File: config.mk
export PLATFORM = sky130hd
export DESIGN_NAME = vpp_view
export DESIGN_NICKNAME = d
export VERILOG_FILES = /design/src/rtl/vertex_perspective_projection_assert.svh /design/src/rtl/vpp_pkg.sv /design/src/rtl/vpp_view.sv
export SDC_FILE = /design/constraint.sdc
export NUM_CORES = 1
export LEC_CHECK = 0
export BUFFER_PORTS_ARGS = -buffer_cell sky130_fd_sc_hd__buf_2
export CORE_ASPECT_RATIO = 1.4
export CORE_MARGIN = 8
export CORE_UTILIZATION = 30
export CTS_BUF_LIST = sky130_fd_sc_hd__clkbuf_4
export CTS_CLUSTER_SIZE = 24
export DETAILED_ROUTE_END_ITERATION = 10
export MAX_ROUTING_LAYER = met4
export PLACE_DENSITY = 0.52
export SYNTH_ARGS = -nofsm -noshare
export SYNTH_HDL_FRONTEND = slang
export SYNTH_SLANG_ARGS = --single-unit
File: constraint.sdc
create_clock -name clock -period 6.2 [get_ports clock]
set_input_delay 0.31 -clock clock [delete_from_list [all_inputs] [get_ports clock]]
set_output_delay 0.31 -clock clock [all_outputs]
set_load 0.01 [all_outputs]
File: src/rtl/vertex_perspective_projection_assert.svh
// assertion macros shared by the projection rtl
// expects signals named clock and reset in the module that uses them
`ifndef VERTEX_PERSPECTIVE_PROJECTION_ASSERT_SVH
`define VERTEX_PERSPECTIVE_PROJECTION_ASSERT_SVH

// same-cycle implication, off while reset is high
`define VPP_ASSERT_IMPLY(label, cond, expr, msg) \
   label: assert property (@(posedge clock) disable iff (reset) (cond) |-> (expr)) \
      else $error(msg);

// implication that may also look back past reset
`define VPP_ASSERT_ALWAYS(label, cond, expr, msg) \
   label: assert property (@(posedge clock) (cond) |-> (expr)) \
      else $error(msg);

`endif

File: src/rtl/vpp_pkg.sv
// shared types, constants and helper functions for the projection pipeline
// no dependencies
package vpp_pkg;

   localparam int COORD_BITS     = 16;
   localparam int COEF_FRAC_BITS = 8;
   localparam int COEF_BITS      = 16;
   localparam int COEF_COUNT     = 4;
   localparam int CFG_BITS       = COEF_BITS * COEF_COUNT;
   localparam int SCALE_BITS     = 10;
   localparam int CSR_INDEX_BITS = 3;
   localparam int PROD_BITS      = COORD_BITS + COEF_BITS;
   localparam int DOT_BITS       = PROD_BITS + 2;
   localparam int NUM_BITS       = COORD_BITS + COEF_FRAC_BITS;
   localparam int DIV_STEP       = 4;
   localparam int DIV_STAGES     = (NUM_BITS + DIV_STEP - 1) / DIV_STEP;
   localparam int QUO_BITS       = DIV_STAGES * DIV_STEP;
   localparam int VIEW_BITS      = COORD_BITS + SCALE_BITS + 1;
   localparam int COORD_MAX      = 2 ** (COORD_BITS - 1) - 1;
   localparam int COORD_MIN      = -(2 ** (COORD_BITS - 1));
   // dot stages + divider prep + divider + finish + viewport multiply + saturate
   localparam int PIPE_LATENCY   = 2 + 1 + DIV_STAGES + 1 + 2;

   localparam logic [CFG_BITS-1:0]   COEF_X_RESET = CFG_BITS'(160);
   localparam logic [CFG_BITS-1:0]   COEF_Y_RESET = CFG_BITS'(1) << (COEF_BITS + COEF_FRAC_BITS);
   localparam logic [CFG_BITS-1:0]   COEF_Z_RESET =
      CFG_BITS'(1) << (2 * COEF_BITS + COEF_FRAC_BITS);
   localparam logic [CFG_BITS-1:0]   COEF_W_RESET = '0;
   localparam logic [SCALE_BITS-1:0] HALF_W_RESET = SCALE_BITS'(160);
   localparam logic [SCALE_BITS-1:0] HALF_H_RESET = SCALE_BITS'(100);

   typedef enum logic [CSR_INDEX_BITS-1:0] {
      CSR_COEF_X = 3'd0,
      CSR_COEF_Y = 3'd1,
      CSR_COEF_Z = 3'd2,
      CSR_COEF_W = 3'd3,
      CSR_HALF_W = 3'd4,
      CSR_HALF_H = 3'd5
   } csr_index_type;

   typedef logic signed [COORD_BITS-1:0] coord_type;
   typedef logic signed [DOT_BITS-1:0]   dot_type;

   typedef struct packed {
      coord_type vert_x;
      coord_type vert_y;
      coord_type vert_z;
   } in_type;

   typedef struct packed {
      coord_type screen_x;
      coord_type screen_y;
      coord_type depth;
      logic      w_was_zero;
   } out_type;

   typedef struct packed {
      logic [CFG_BITS-1:0]   coef_x;
      logic [CFG_BITS-1:0]   coef_y;
      logic [CFG_BITS-1:0]   coef_z;
      logic [CFG_BITS-1:0]   coef_w;
      logic [SCALE_BITS-1:0] half_width;
      logic [SCALE_BITS-1:0] half_height;
   } csr_type;

   typedef struct packed {
      logic [DOT_BITS-1:0] rem;
      logic [QUO_BITS-1:0] num;
      logic [QUO_BITS-1:0] quo;
   } div_lane_type;

   // one restoring divide step, numerator bits shift out msb first
   function automatic div_lane_type div_step(div_lane_type l, logic [DOT_BITS-1:0] d);
      logic [DOT_BITS:0] r;
      div_lane_type      o;
      r     = {l.rem, l.num[QUO_BITS-1]};
      o.num = {l.num[QUO_BITS-2:0], 1'b0};
      if (r >= {1'b0, d}) begin
         o.rem = DOT_BITS'(r - {1'b0, d});
         o.quo = {l.quo[QUO_BITS-2:0], 1'b1};
      end else begin
         o.rem = r[DOT_BITS-1:0];
         o.quo = {l.quo[QUO_BITS-2:0], 1'b0};
      end
      return o;
   endfunction

   // fixed point sum to integer, truncating toward zero, then saturate
   function automatic coord_type to_coord(dot_type v);
      dot_type b;
      dot_type s;
      b = v + (v[DOT_BITS-1] ? dot_type'(2 ** COEF_FRAC_BITS - 1) : dot_type'(0));
      s = b >>> COEF_FRAC_BITS;
      if (s > dot_type'(COORD_MAX)) begin
         return coord_type'(COORD_MAX);
      end else if (s < dot_type'(COORD_MIN)) begin
         return coord_type'(COORD_MIN);
      end
      return coord_type'(s);
   endfunction

endpackage

File: src/rtl/vpp_view.sv
// viewport scaling of x and y with saturation, two stages
// depends on vpp_pkg
module vpp_view
   import vpp_pkg::*;
(
   input  logic      clock,
   input  logic      reset,
   input  logic      res_valid,
   input  coord_type res_x_inc,
   input  coord_type res_y_inc,
   input  coord_type res_z,
   input  logic      res_wz,
   input  csr_type   csr,
   output logic      out_valid,
   output out_type   out_data
);

   typedef logic signed [VIEW_BITS-1:0] view_type;

   logic      mul_valid_ff;
   view_type  sx_ff, sx_in;
   view_type  sy_ff, sy_in;
   coord_type z_ff;
   logic      wz_ff;
   logic      out_valid_ff;
   out_type   out_ff, out_in;

   function automatic coord_type sat_view(view_type v);
      if (v > view_type'(COORD_MAX)) begin
         return coord_type'(COORD_MAX);
      end else if (v < view_type'(COORD_MIN)) begin
         return coord_type'(COORD_MIN);
      end
      return coord_type'(v);
   endfunction

   always_comb begin
      sx_in = view_type'(res_x_inc) * view_type'({1'b0, csr.half_width});
      sy_in = view_type'(res_y_inc) * view_type'({1'b0, csr.half_height});
   end

   always_comb begin
      out_in.screen_x   = sat_view(sx_ff);
      out_in.screen_y   = sat_view(sy_ff);
      out_in.depth      = z_ff;
      out_in.w_was_zero = wz_ff;
   end

   always_ff @(posedge clock) begin
      if (reset) begin
         mul_valid_ff <= 1'b0;
         out_valid_ff <= 1'b0;
      end else begin
         mul_valid_ff <= res_valid;
         out_valid_ff <= mul_valid_ff;
      end
      sx_ff  <= sx_in;
      sy_ff  <= sy_in;
      z_ff   <= res_z;
      wz_ff  <= res_wz;
      out_ff <= out_in;
   end

   assign out_valid = out_valid_ff;
   assign out_data  = out_ff;

endmodule

==> load_flow_metrics.sql, run 1 <==
INSERT INTO impl_metrics (metric_group, metric, value, unit) VALUES
('setup_path', 'start_kind', 'input port', ''),
('setup_path', 'slowest_stage', 'sky130_fd_sc_hd__fa_1', ''),
('synth', 'synthesis.yosys.warnings', '0', ''),
('grt', 'global_route.overflow_total', '0', ''),
('synth', 'synth-edff-count', '0', ''),
('final_layout', 'area_taken_by_flip_flops_and_latches', '0.00244', 'mm^2'),
('sta', 'setup_viol', '0', ''),
('floorplan', 'fp.dieArea', '0.0571', 'mm^2'),
('floorplan', 'start_util', '0.304', ''),
('drt', 'firstDrtPassIters', '4', ''),
('setup_path', 'setup.worst_path.class', 'in -> reg', ''),
('synth', 'yosys.area_share.simple', '0.137', ''),
('drt', 'via_count', '10500', ''),
('sta', 'finalCriticalPeriod', '5060', 'ps'),
('synth', 'synth_cell_types', '46', ''),
('sta', 'setup-tns-final', '0', 'ps'),
('power_and_ir_drop', 'p_leak', '8.64', 'nW'),
('grt', 'grt_start_max_net_pins', '17', ''),
('clocking', 'cts.sinks', '122', ''),
('clocking', 'clk_transition_reported_paths', '150', 'ps'),
('placed_design', 'place_area', '0.0161', 'mm^2'),
('floorplan', 'core-area', '0.0490', 'mm^2'),
('final_layout', 'instances_no_fill', '2365', ''),
('clocking', 'cts_made_buffers', '17', ''),
('sta', 'whs', '107', 'ps'),
('power_and_ir_drop', 'comb_power_share', '0.769', ''),
('floorplan', 'floorplan.die.width', '204', 'um'),
('placed_design', 'numPortBuffers', '121', ''),
('final_layout', 'fraction_of_final_layout_cells_sized_beyond_drive_strength_1', '0.0956', ''),
('sta', 'max_slew_violation_count', '0', ''),
('setup_path', 'timing.critical_path.mode_cell', 'sky130_fd_sc_hd__fa_1', ''),
('synth', 'share_of_synthesized_area_occupied_by_flip_flops_and_latches', '0.164', ''),
('run_status', 'run_status', 'completed', ''),
('synth', 'post_synth_xor_area_fraction', '0.0318', ''),
('synth', 'largest_family_of_logic_cells_by_synthesized_area', 'adder cells', ''),
('grt', 'initial_antenna_violation_count', '12', ''),
('drt', 'drc', '0', ''),
('clocking', 'clock_latency', '540', 'ps'),
('clocking', 'max_clock_buf_depth', '2', ''),
('sta', 'share_of_the_clock_period_used_by_the_worst_path', '0.816', ''),
('drt', 'detail_route.wl_per_cell', '14.2', 'um'),
('synth', 'ys_seq_elements', '122', ''),
('grt', 'grtUsageTotal', '0.130', ''),
('floorplan', 'die_y', '280', 'um'),
('synth', 'syn-mean-instance-area', '9.35', 'um^2'),
('synth', 'synth.mux.area_fraction', '0.000672', ''),
('run', 'number_of_maximum_capacitance_constraint_violations', '0', ''),
('clocking', 'cts_tree', 'yes', ''),
('power_and_ir_drop', 'cellInternalPower', '4.22', 'mW'),
('synth', 'synth_ff_type', 'sky130_fd_sc_hd__dfxtp_1', ''),
('power_and_ir_drop', 'netSwitchingPower', '3.95', 'mW'),
('placed_design', 'post-dp-hpwl', '28.1', 'mm'),
('sta', 'skew', '24.9', 'ps'),
('power_and_ir_drop', 'power.sequential.fraction', '0.157', ''),
('final_layout', 'syn_to_final_growth', '11.9', '%'),
('sta', 'worst_pin_slew', '1110', 'ps'),
('sta', 'timing.slew.headroom', '0.253', ''),
('drt', 'drt_iter0_markers', '304', ''),
('drt', 'detail-route-antenna-nets', '0', ''),
('drt', 'totalWireLength', '33.6', 'mm'),
('setup_path', 'path_cells', 'buf_2, nand2_1, fa_1, inv_1, fa_1, fa_1, fa_1, inv_1, fa_1, inv_1, ha_1, a21oi_1, a32oi_1, o31ai_1, buf_4, o21ai_0, a21oi_1, a311oi_1, mux2i_1, nand4_1', ''),
('final_layout', 'finish.net_count', '2442', ''),
('power_and_ir_drop', 'share_clk_of_total_power', '0.073', ''),
('synth', 'synth_compound_gate_area_share', '0.0596', ''),
('setup_path', 'critical_path.max_fanout', '16', ''),
('clocking', 'cts_root_buf', 'sky130_fd_sc_hd__clkbuf_4', ''),
('placed_design', 'placedCellCount', '2301', ''),
('final_layout', 'total_area_of_multi_input_combinational_cells', '0.0108', 'mm^2'),
('placed_design', 'place.gp.congestion', '0.799', ''),
('synth', 'synthesis.nets', '2332', ''),
('synth', 'asyncSetResetFlopFracSynth', '0', '');
==> cells in the mapped netlist (all sizes together) (2+ instances only) <==
| master | instances | area share |
|---|---|---|
| inv | 400 | 0.10 |
| fa | 290 | 0.39 |
| nand2 | 194 | 0.049 |
| and2 | 144 | 0.061 |
| dfxtp | 122 | 0.16 |
| ha | 122 | 0.10 |
| clkbuf | 49 | 0.012 |
| a21o | 43 | 0.022 |
| a21oi | 41 | 0.014 |
| xnor2 | 41 | 0.024 |
| nor2 | 30 | 0.0076 |
| o21ai | 14 | 0.0047 |
| xor2 | 13 | 0.0076 |
| nand3 | 9 | 0.0030 |
| nand4 | 8 | 0.0034 |
| nor2b | 8 | 0.0034 |
| nor3 | 8 | 0.0027 |
| o21a | 7 | 0.0035 |
| buf | 5 | 0.0013 |
| nor4 | 5 | 0.0021 |
| o31ai | 5 | 0.0029 |
| nand2b | 4 | 0.0017 |
| a211oi | 3 | 0.0015 |
| a31oi | 3 | 0.0023 |
| and3 | 3 | 0.0013 |
| a211o | 2 | 0.0012 |
| nand3b | 2 | 0.0010 |
| o21bai | 2 | 0.0010 |
==> cell type report <==
class	count	area share
Multi-Input combinational cell	1016	0.645
Sequential cell	122	0.147
Inverter	400	0.0901
Timing Repair Buffer	145	0.0500
Tap cell	637	0.0478
Clock inverter	15	0.0103
Clock buffer	17	0.00766
Antenna cell	13	0.00195
==> critical path, delay by kind of cell <==
| family | cells | cell delay (ps) |
|---|---|---|
| AO/OA/AOI/OAI | 6 | 1260 |
| multiplexers | 1 | 250 |
| adder cells (fa/ha/maj) | 6 | 2830 |
| buffers and inverters | 5 | 630 |
| AND/OR/NAND/NOR | 2 | 210 |
==> layout by cell type, fill, tap and decap left out, drive strengths merged, types with 7 or more instances in the layout <==
| cell | count |
|---|---|
| a21o | 43 |
| a21oi | 41 |
| and2 | 144 |
| buf | 126 |
| clkbuf | 17 |
| dfxtp | 122 |
| diode | 13 |
| dlygate4sd3 | 19 |
| fa | 290 |
| ha | 122 |
| inv | 410 |
| nand2 | 194 |
| nand3 | 9 |
| nand4 | 8 |
| nor2 | 30 |
| nor2b | 8 |
| nor3 | 8 |
| o21a | 7 |
| o21ai | 14 |
| xnor2 | 41 |
| xor2 | 13 |
==> registers in the layout, summed over array words and instances (netlist names) <==
| register | count |
|---|---|
| mul_valid_ff | 1 |
| out_valid | 1 |
| out_data | 49 |
| sy_ff | 27 |
| wz_ff | 1 |
| z_ff | 16 |
| sx_ff | 27 |
==> logic make-up after synthesis <==
kind of cell	Yosys count
AOI/OAI and AO/OA	131
xor gates and xnor gates	54
adders and majority gates	412
buffers and inverters	454
DFF	122
muxes	1
and+or+nand+nor	418
==> final timing paths <==
| check | startpoint | to | slack [ps] | cells after the start |
|---|---|---|---|---|
| setup / recovery | csr[5] | sy_ff[26] | 1140 | 20 |
| hold / removal | res_x_inc[0] | sx_ff[0] | 110 | 2 |
| setup reg to reg | sy_ff[22] | out_data[17] | 4450 | 3 |
| hold reg to reg | z_ff[10] | out_data[11] | 310 | 0 |
==> metal layers <==
layer  up-vias  share of wire  GRT usage
li1       4928              -          -
met1      5333           0.41      0.145
met2       181           0.52      0.235
met3        34          0.052     0.0287
met4         0          0.014     0.0303
met5         -              0          -
==> power groups by stage <==
| stage | Clock (mW) | Sequential [mW] | Combinational [mW] |
|---|---|---|---|
| after detailed placement | 0 | 1.31 | 6.37 |
| after global routing | 0.671 | 1.32 | 7.29 |
| final | 0.599 | 1.29 | 6.28 |
| after CTS | 0.637 | 1.29 | 6.42 |
| after floorplan | 0 | 1.34 | 4.97 |
| after global placement | 0 | 1.30 | 6.30 |
==> what timing repair did <==
| item | in CTS | in global routing |
|---|---|---|
| hold endpoints to repair | 19 | 0 |
| resized for setup | 0 | 0 |
| buffers inserted | 0 | 0 |
| hold buffers | 19 | 0 |
==> stage by stage <==
stage	util	total power, mW
floorplan	-	6.31
global placement	0.329	7.60
detailed placement	0.329	7.68
CTS	0.339	8.35
global route	0.340	9.28
finish	0.340	8.17
Note: power is estimated with default switching activity, not from simulation.
==> run 2, diff against run 1 <==
--- a/config.mk
+++ b/config.mk
@@ -5,6 +5,7 @@
 export SDC_FILE = /design/constraint.sdc
 export NUM_CORES = 1
 export LEC_CHECK = 0
+export ABC_AREA = 1
 export BUFFER_PORTS_ARGS = -buffer_cell sky130_fd_sc_hd__buf_2
 export CORE_ASPECT_RATIO = 1.4
 export CORE_MARGIN = 8
@@ -13,7 +14,7 @@
 export CTS_CLUSTER_SIZE = 24
 export DETAILED_ROUTE_END_ITERATION = 10
 export MAX_ROUTING_LAYER = met4
-export PLACE_DENSITY = 0.52
+export PLACE_DENSITY = 0.51
 export SYNTH_ARGS = -nofsm -noshare
 export SYNTH_HDL_FRONTEND = slang
 export SYNTH_SLANG_ARGS = --single-unit
==> constraint.sdc (replaced) <==
create_clock -name clock -period 4.7 [get_ports clock]
set_input_delay 0.235 -clock clock [delete_from_list [all_inputs] [get_ports clock]]
set_output_delay 0.235 -clock clock [all_outputs]
set_load 0.01 [all_outputs]
==> run 2 against run 1 <==
  * Sequential power increased by 29%
  * Clock skew decreased by 9.8 ps
  * Routed wire length increased by 21%
  * Sequential share of layout area decreased by 1.9 points
  * Critical endpoint is now sx_ff[22]
  * Highest routed layer unchanged
==> load_flow_metrics.sql, run 2 <==
INSERT INTO impl_metrics (metric_group, metric, value, unit) VALUES
('run_status', 'run_status', 'completed', ''),
('synth', 'syn-mean-instance-area', '7.61', 'um^2'),
('final_layout', 'fraction_of_final_layout_cells_sized_beyond_drive_strength_1', '0.129', ''),
('setup_path', 'critPathArrivalTime', '4620', 'ps'),
('clocking', 'cts_made_buffers', '17', ''),
('drt', 'met1Wirelength', '15.9', 'mm'),
('drt', 'detail-route-antenna-nets', '0', ''),
('drt', 'totalWireLength', '40.7', 'mm'),
('synth', 'synth_ff_type', 'sky130_fd_sc_hd__dfxtp_1', ''),
('clocking', 'clk_transition_reported_paths', '120', 'ps'),
('synth', 'ys_top_cells_by_count', 'sky130_fd_sc_hd__nand2_1, sky130_fd_sc_hd__inv_1, sky130_fd_sc_hd__fa_1, sky130_fd_sc_hd__dfxtp_1, sky130_fd_sc_hd__ha_1', ''),
('grt', 'grt_pass1_wl', '71.1', 'mm'),
('final_layout', 'utilization', '0.348', ''),
('sta', 'worst_pin_slew', '583', 'ps'),
('synth', 'post_synthesis_cells', '2179', ''),
('grt', 'initial_antenna_violation_count', '11', ''),
('floorplan', 'core-area', '0.0550', 'mm^2'),
('placed_design', 'place.gp.congestion', '0.830', ''),
('setup_path', 'cp_data_required_time', '5080', 'ps'),
('clocking', 'cts_root_buf', 'sky130_fd_sc_hd__clkbuf_4', ''),
('setup_path', 'slowest_stage', 'sky130_fd_sc_hd__fa_1', ''),
('drt', 'dr.max_layer_used', 'met4', ''),
('drt', 'firstDrtPassIters', '5', ''),
('final_layout', 'instances_no_fill', '3108', ''),
('clocking', 'cts.sinks', '122', ''),
('sta', 'fmax', '0.236', 'GHz'),
('setup_path', 'cp_slowest_stage_delay', '520', 'ps'),
('sta', 'max_slew_violation_count', '0', ''),
('grt', 'global_route.overflow_total', '0', ''),
('placed_design', 'placedCellCount', '3046', ''),
('synth', 'yosysTopAreaCell', 'sky130_fd_sc_hd__fa_1', ''),
('drt', 'via_per_inst', '4.22', ''),
('clocking', 'clock_latency', '490', 'ps'),
('sta', 'timing.slew.headroom', '0.611', ''),
('clocking', 'total_of_cells_resized_after_clock_tree_synthesis', '0', ''),
('clocking', 'htree_num_levels', '4', ''),
('floorplan', 'io_pins', '378', ''),
('final_layout', 'mostFrequentLayoutCells', 'sky130_fd_sc_hd__nand2_1, sky130_fd_sc_hd__inv_1, sky130_fd_sc_hd__fa_1', ''),
('grt', 'first_global_vias', '14700', ''),
('synth', 'synth_cell_types', '36', ''),
('grt', 'grt_start_max_net_pins', '17', ''),
('synth', 'yosysTopAreaCellShare', '0.350', ''),
('final_layout', 'final.fill_count', '5850', ''),
('power_and_ir_drop', 'p_leak', '11.4', 'nW'),
('synth', 'synthesis.nets', '2919', ''),
('setup_path', 'critical_path.endpoint_type', 'register', ''),
('sta', 'skew', '15.1', 'ps'),
('drt', 'via_count', '13100', ''),
('synth', 'ys_seq_elements', '122', ''),
('synth', 'share_of_synthesized_area_occupied_by_flip_flops_and_latches', '0.147', ''),
('placed_design', 'post-dp-hpwl', '36.3', 'mm'),
('final_layout', 'number_of_flip_flops_in_the_largest_register', '49', ''),
('floorplan', 'die_y', '294', 'um'),
('drt', 'met3_length', '1.69', 'mm'),
('drt', 'drc', '0', ''),
('setup_path', 'path_cells', 'buf_2, buf_12, nand2_1, fa_1, inv_1, fa_1, fa_1, fa_1, inv_1, fa_1, inv_1, ha_1, nand2_1, nor2_2, and2_1, nand4_1, nand4_1, nand2_1', ''),
('final_layout', 'syn_to_final_growth', '15.3', '%'),
('power_and_ir_drop', 'worst_ir_drop_vdd', '343', 'uV'),
('clocking', 'cts_tree', 'yes', ''),
('power_and_ir_drop', 'p_total', '14.8', 'mW'),
('drt', 'wl_met2', '22.6', 'mm'),
('clocking', 'max_clock_buf_depth', '2', ''),
('floorplan', 'fp.dieArea', '0.0632', 'mm^2'),
('power_and_ir_drop', 'pwr_density_cell', '772', 'mW/mm^2'),
('run', 'number_of_maximum_capacitance_constraint_violations', '0', ''),
('synth', 'post-synth-top-count-cell', 'sky130_fd_sc_hd__nand2_1', ''),
('floorplan', 'rows', '102', ''),
('final_layout', 'finish.net_count', '3096', ''),
('hold_path', 'hold_path.class', 'in -> reg', ''),
('drt', 'detail_route.wl_per_cell', '13.1', 'um'),
('sta', 'setup_viol', '0', ''),
('sta', 'share_of_the_clock_period_used_by_the_worst_path', '0.901', ''),
('synth', 'synthesis.area', '0.0166', 'mm^2'),
('sta', 'report.final.hold_viol_count', '0', ''),
('synth', 'synthesis.yosys.warnings', '0', ''),
('floorplan', 'floorplan.die.width', '215', 'um'),
('sta', 'setup-tns-final', '0', 'ps'),
('final_layout', 'layout_commonest_cell', 'sky130_fd_sc_hd__nand2_1', ''),
('setup_path', 'setup.worst_path.class', 'in -> reg', ''),
('setup_path', 'critical_path.max_fanout', '9', ''),
('sta', 'whs', '175', 'ps'),
('floorplan', 'start_util', '0.302', ''),
('sta', 'finalCriticalPeriod', '4230', 'ps'),
('synth', 'asyncSetResetFlopFracSynth', '0', ''),
('drt', 'drt_iter0_markers', '385', ''),
('synth', 'synth_top_cells_by_area', 'sky130_fd_sc_hd__fa_1, sky130_fd_sc_hd__nand2_1, sky130_fd_sc_hd__inv_1', ''),
('synth', 'synth-edff-count', '0', ''),
('setup_path', 'start_kind', 'input port', ''),
('sta', 'grt_setup_unrepaired', 'no', ''),
('grt', 'grtUsageTotal', '0.140', ''),
('placed_design', 'numPortBuffers', '121', ''),
('setup_path', 'timing.critical_path.mode_cell', 'sky130_fd_sc_hd__fa_1', '');
-- run 2: changes by cell type in the layout (fill, tap and decap cells not counted), moves of 13 or more --
cell / change
sky130_fd_sc_hd__nand3_1: +38
sky130_fd_sc_hd__nand2_2: +13
sky130_fd_sc_hd__nand2_1: +464
sky130_fd_sc_hd__xnor2_1: -31
sky130_fd_sc_hd__and2_1: -141
sky130_fd_sc_hd__buf_4: +85
sky130_fd_sc_hd__inv_1: +254
sky130_fd_sc_hd__a21o_1: -43
-- run 2: report_power, final --
group / leakage (nW) / internal [mW] / total, mW / switching [mW]
clock network: 0.167 / 0.381 / 0.813 / 0.432
logic: 10.2 / 4.82 / 12.3 / 7.47
registers: 1.03 / 1.53 / 1.66 / 0.128
total: 11.4 / 6.73 / 14.8 / 8.03
-- run 2: area by class of cell --
| class | instances | area (um^2) | share of cell area |
|---|---|---|---|
| tap | 728 | 911 | 0.0476 |
| inverter | 661 | 2480 | 0.130 |
| timing repair buffer | 236 | 1590 | 0.0832 |
| antenna | 11 | 27.5 | 0.00144 |
| sequential | 122 | 2440 | 0.128 |
| clock buffer | 17 | 128 | 0.00667 |
| clock inverter | 15 | 188 | 0.00981 |
| multi-input combinational | 1318 | 11400 | 0.594 |
-- run 2: critical path, delay by kind of cell --
family	cells	cell delay [ps]
adder cells (fa/ha/maj)	6	2790
buffers and inverters	5	710
AND/OR/NAND/NOR	7	870
-- run 2: path summary, 6_finish.rpt --
check,start,to,slack (ps),cells past startpoint
worst max-delay path,csr[14],sx_ff[22],470,18
worst min-delay path,res_x_inc[0],sx_ff[0],180,4
worst max register to register,sx_ff[18],out_data[41],3370,4
worst min register to register,z_ff[14],out_data[15],330,0
-- run 2: per-stage QoR --
stage,setup slack [ps],instance area [um^2]
finish,467,19100
CTS,546,19100
global placement,-89.2,18600
floorplan,38.8,16600
detailed placement,-43.2,18600
global route,233,19100
-- run 2: cell families (layout without fill, tap and decap cells) --
family / count (synthesis) / count (layout) / synth area share
AND/OR/NAND/NOR: 819 / 819 / 0.205
buffers and inverters: 739 / 929 / 0.168
adder cells (fa/ha/maj): 412 / 412 / 0.442
flip-flops: 122 / 122 / 0.147
AO/OA/AOI/OAI: 58 / 58 / 0.0231
XOR/XNOR: 29 / 29 / 0.0153
other: 0 / 11 / 0
-- run 2: metal layers --
layer  vias up  GRT usage
met3        46     0.0222
met1      6341      0.146
met4         0     0.0268
met2       212      0.275
met5         -          -
li1       6503          -
-- run 2: what timing repair did --
| action | 4_1_cts | 5_1_grt |
|---|---|---|
| endpoints found under the hold margin | 19 | 0 |
| setup endpoints to repair | 0 | 0 |
| hold buffers | 19 | 0 |
| buffers inserted | 0 | 0 |
==> run 3, diff against run 2 <==
--- a/config.mk
+++ b/config.mk
@@ -13,7 +13,6 @@
 export CTS_BUF_LIST = sky130_fd_sc_hd__clkbuf_4
 export CTS_CLUSTER_SIZE = 24
 export DETAILED_ROUTE_END_ITERATION = 10
-export MAX_ROUTING_LAYER = met4
 export PLACE_DENSITY = 0.51
 export SYNTH_ARGS = -nofsm -noshare
 export SYNTH_HDL_FRONTEND = slang
==> constraint.sdc (replaced) <==
create_clock -name clock -period 4.7 [get_ports clock]
set_input_delay 0.47 -clock clock [delete_from_list [all_inputs] [get_ports clock]]
set_output_delay 0.47 -clock clock [all_outputs]
set_load 0.01 [all_outputs]
==> run 3 against run 2 <==
  * Count of clock-buffer cells in the layout rose by 1
  * Routed wire length rose by 0.91%
  * Critical path depth rose by 2
  * Largest power group unchanged
  * Critical path type unchanged
==> load_flow_metrics.sql, run 3 (synthesized netlist as in run 2, its figures left out) <==
INSERT INTO impl_metrics (metric_group, metric, value, unit) VALUES
('run_status', 'run_status', 'completed', ''),
('drt', 'drc', '0', ''),
('final_layout', 'number_of_flip_flops_in_the_largest_register', '49', ''),
('sta', 'setup_slack', '239', 'ps'),
('placed_design', 'post-dp-hpwl', '36.9', 'mm'),
('hold_path', 'hold-path-cell-count', '1', ''),
('run', 'number_of_maximum_capacitance_constraint_violations', '0', ''),
('setup_path', 'worstRegToRegCells', '4', ''),
('drt', 'detail-route-antenna-nets', '0', ''),
('floorplan', 'fp.dieArea', '0.0632', 'mm^2'),
('clocking', 'cts_setup_buffers', '0', ''),
('final_layout', 'stdcell_area', '0.0195', 'mm^2'),
('grt', 'grtUsageTotal', '0.137', ''),
('drt', 'met1Wirelength', '16.1', 'mm'),
('clocking', 'htree_num_levels', '4', ''),
('grt', 'first_global_vias', '15000', ''),
('drt', 'totalWireLength', '41.1', 'mm'),
('floorplan', 'die_y', '294', 'um'),
('floorplan', 'floorplan.die.width', '215', 'um'),
('placed_design', 'place.gp.congestion', '0.836', ''),
('setup_path', 'critical_path.endpoint_type', 'register', ''),
('floorplan', 'io_pins', '378', ''),
('power_and_ir_drop', 'worst_ir_drop_vdd', '382', 'uV'),
('grt', 'global_route.overflow_total', '0', ''),
('sta', 'fmax', '0.224', 'GHz'),
('clocking', 'cts_made_buffers', '17', ''),
('sta', 'setup_viol', '0', ''),
('drt', 'wl_met2', '22.4', 'mm'),
('clocking', 'cts_root_buf', 'sky130_fd_sc_hd__clkbuf_4', ''),
('drt', 'detail_route.wl_per_cell', '13.0', 'um'),
('sta', 'share_of_the_clock_period_used_by_the_worst_path', '0.949', ''),
('placed_design', 'numPortBuffers', '121', ''),
('sta', 'grt_setup_unrepaired', 'no', ''),
('clocking', 'cts_tree', 'yes', ''),
('clocking', 'cts.sinks', '122', ''),
('floorplan', 'core-area', '0.0550', 'mm^2'),
('setup_path', 'cp_data_required_time', '5090', 'ps'),
('drt', 'met3_length', '1.54', 'mm'),
('grt', 'grt_start_max_net_pins', '17', ''),
('drt', 'drt_iter0_markers', '340', ''),
('sta', 'whs', '80.9', 'ps'),
('hold_path', 'hold_path.class', 'in -> reg', ''),
('setup_path', 'path_cells', 'buf_2, nand2_1, fa_1, inv_1, fa_1, inv_1, fa_1, fa_1, fa_1, inv_1, ha_1, nand2_1, nor2_1, nand2_1, nor2_1, nand2_1, inv_1, nor2_1, nand2_1, nand2_1', ''),
('sta', 'finalCriticalPeriod', '4460', 'ps'),
('clocking', 'cts_hold_buf', '10', ''),
('sta', 'timing.slew.headroom', '0.594', ''),
('setup_path', 'start_kind', 'input port', ''),
('setup_path', 'timing.critical_path.mode_cell', 'sky130_fd_sc_hd__nand2_1', ''),
('grt', 'initial_antenna_violation_count', '9', ''),
('drt', 'via_per_inst', '4.24', ''),
('sta', 'max_slew_violation_count', '0', ''),
('floorplan', 'rows', '102', ''),
('setup_path', 'critical_path.max_fanout', '11', ''),
('placed_design', 'place_ws', '-301', 'ps'),
('grt', 'grt_pass1_wl', '71.2', 'mm'),
('clocking', 'clk_transition_reported_paths', '110', 'ps'),
('sta', 'skew', '31.8', 'ps'),
('placed_design', 'place_area', '0.0191', 'mm^2'),
('drt', 'firstDrtPassIters', '5', ''),
('power_and_ir_drop', 'pwr_density_cell', '777', 'mW/mm^2'),
('setup_path', 'cp_slowest_stage_delay', '560', 'ps'),
('drt', 'via_count', '13400', ''),
('power_and_ir_drop', 'p_leak', '11.7', 'nW'),
('final_layout', 'final.fill_count', '5826', ''),
('final_layout', 'syn_to_final_growth', '17.8', '%'),
('clocking', 'max_clock_buf_depth', '2', ''),
('final_layout', 'finish.net_count', '3158', ''),
('setup_path', 'slowest_stage', 'sky130_fd_sc_hd__fa_1', ''),
('final_layout', 'layout_commonest_cell', 'sky130_fd_sc_hd__nand2_1', ''),
('drt', 'dr.max_layer_used', 'met5', ''),
('clocking', 'total_of_cells_resized_after_clock_tree_synthesis', '0', ''),
('setup_path', 'setup.worst_path.class', 'in -> reg', ''),
('sta', 'setup-tns-final', '0', 'ps'),
('sta', 'report.final.hold_viol_count', '0', ''),
('setup_path', 'critPathArrivalTime', '4850', 'ps'),
('final_layout', 'mostFrequentLayoutCells', 'sky130_fd_sc_hd__nand2_1, sky130_fd_sc_hd__inv_1, sky130_fd_sc_hd__fa_1', ''),
('floorplan', 'start_util', '0.302', ''),
('final_layout', 'fraction_of_final_layout_cells_sized_beyond_drive_strength_1', '0.153', ''),
('clocking', 'clock_latency', '510', 'ps'),
('sta', 'worst_pin_slew', '608', 'ps');
run 3: layout make-up:
cell class	count	area, um^2	area share
repair buffers	298	2040	0.105
clock buffers	18	135	0.00691
clock inverters	14	161	0.00826
multi-input cells	1318	11400	0.581
inverters	661	2480	0.127
flip-flops and latches	122	2440	0.125
well taps	728	911	0.0466
diodes	2	5.00	0.000256
run 3: power breakdown:
part           internal (mW)  switching, mW  leakage [nW]
sequential              1.53          0.131          1.03
combinational           5.29           7.47          10.5
clock                  0.334          0.427         0.158
total                   7.16           8.03          11.7
run 3: path summary, 6_finish.rpt:
path | start | end | slack, ps
min | res_z[6] | z_ff[6] | 80
min reg2reg | wz_ff | out_data[0] | 340
max reg2reg | sy_ff[20] | out_data[28] | 3300
max | csr[13] | sx_ff[26] | 240
run 3: per-layer routing:
metal	track usage	up-vias
met5	0	-
li1	-	6618
met3	0.0248	66
met1	0.145	6499
met4	0.0368	8
met2	0.272	206
run 3: critical path, delay by kind of cell:
family / cells / cell delay [ps]
adders and majority gates: 6 / 2970
and+or+nand+nor: 9 / 800
buffers and inverters: 5 / 580
run 3: per-stage QoR:
stage,cells,power [mW],util
after global routing,3161,17.3,0.355
after detailed placement,3113,14.7,0.347
after floorplan,2179,10.1,-
after global placement,3113,14.6,0.347
final,3161,15.2,0.355
after CTS,3155,15.6,0.354
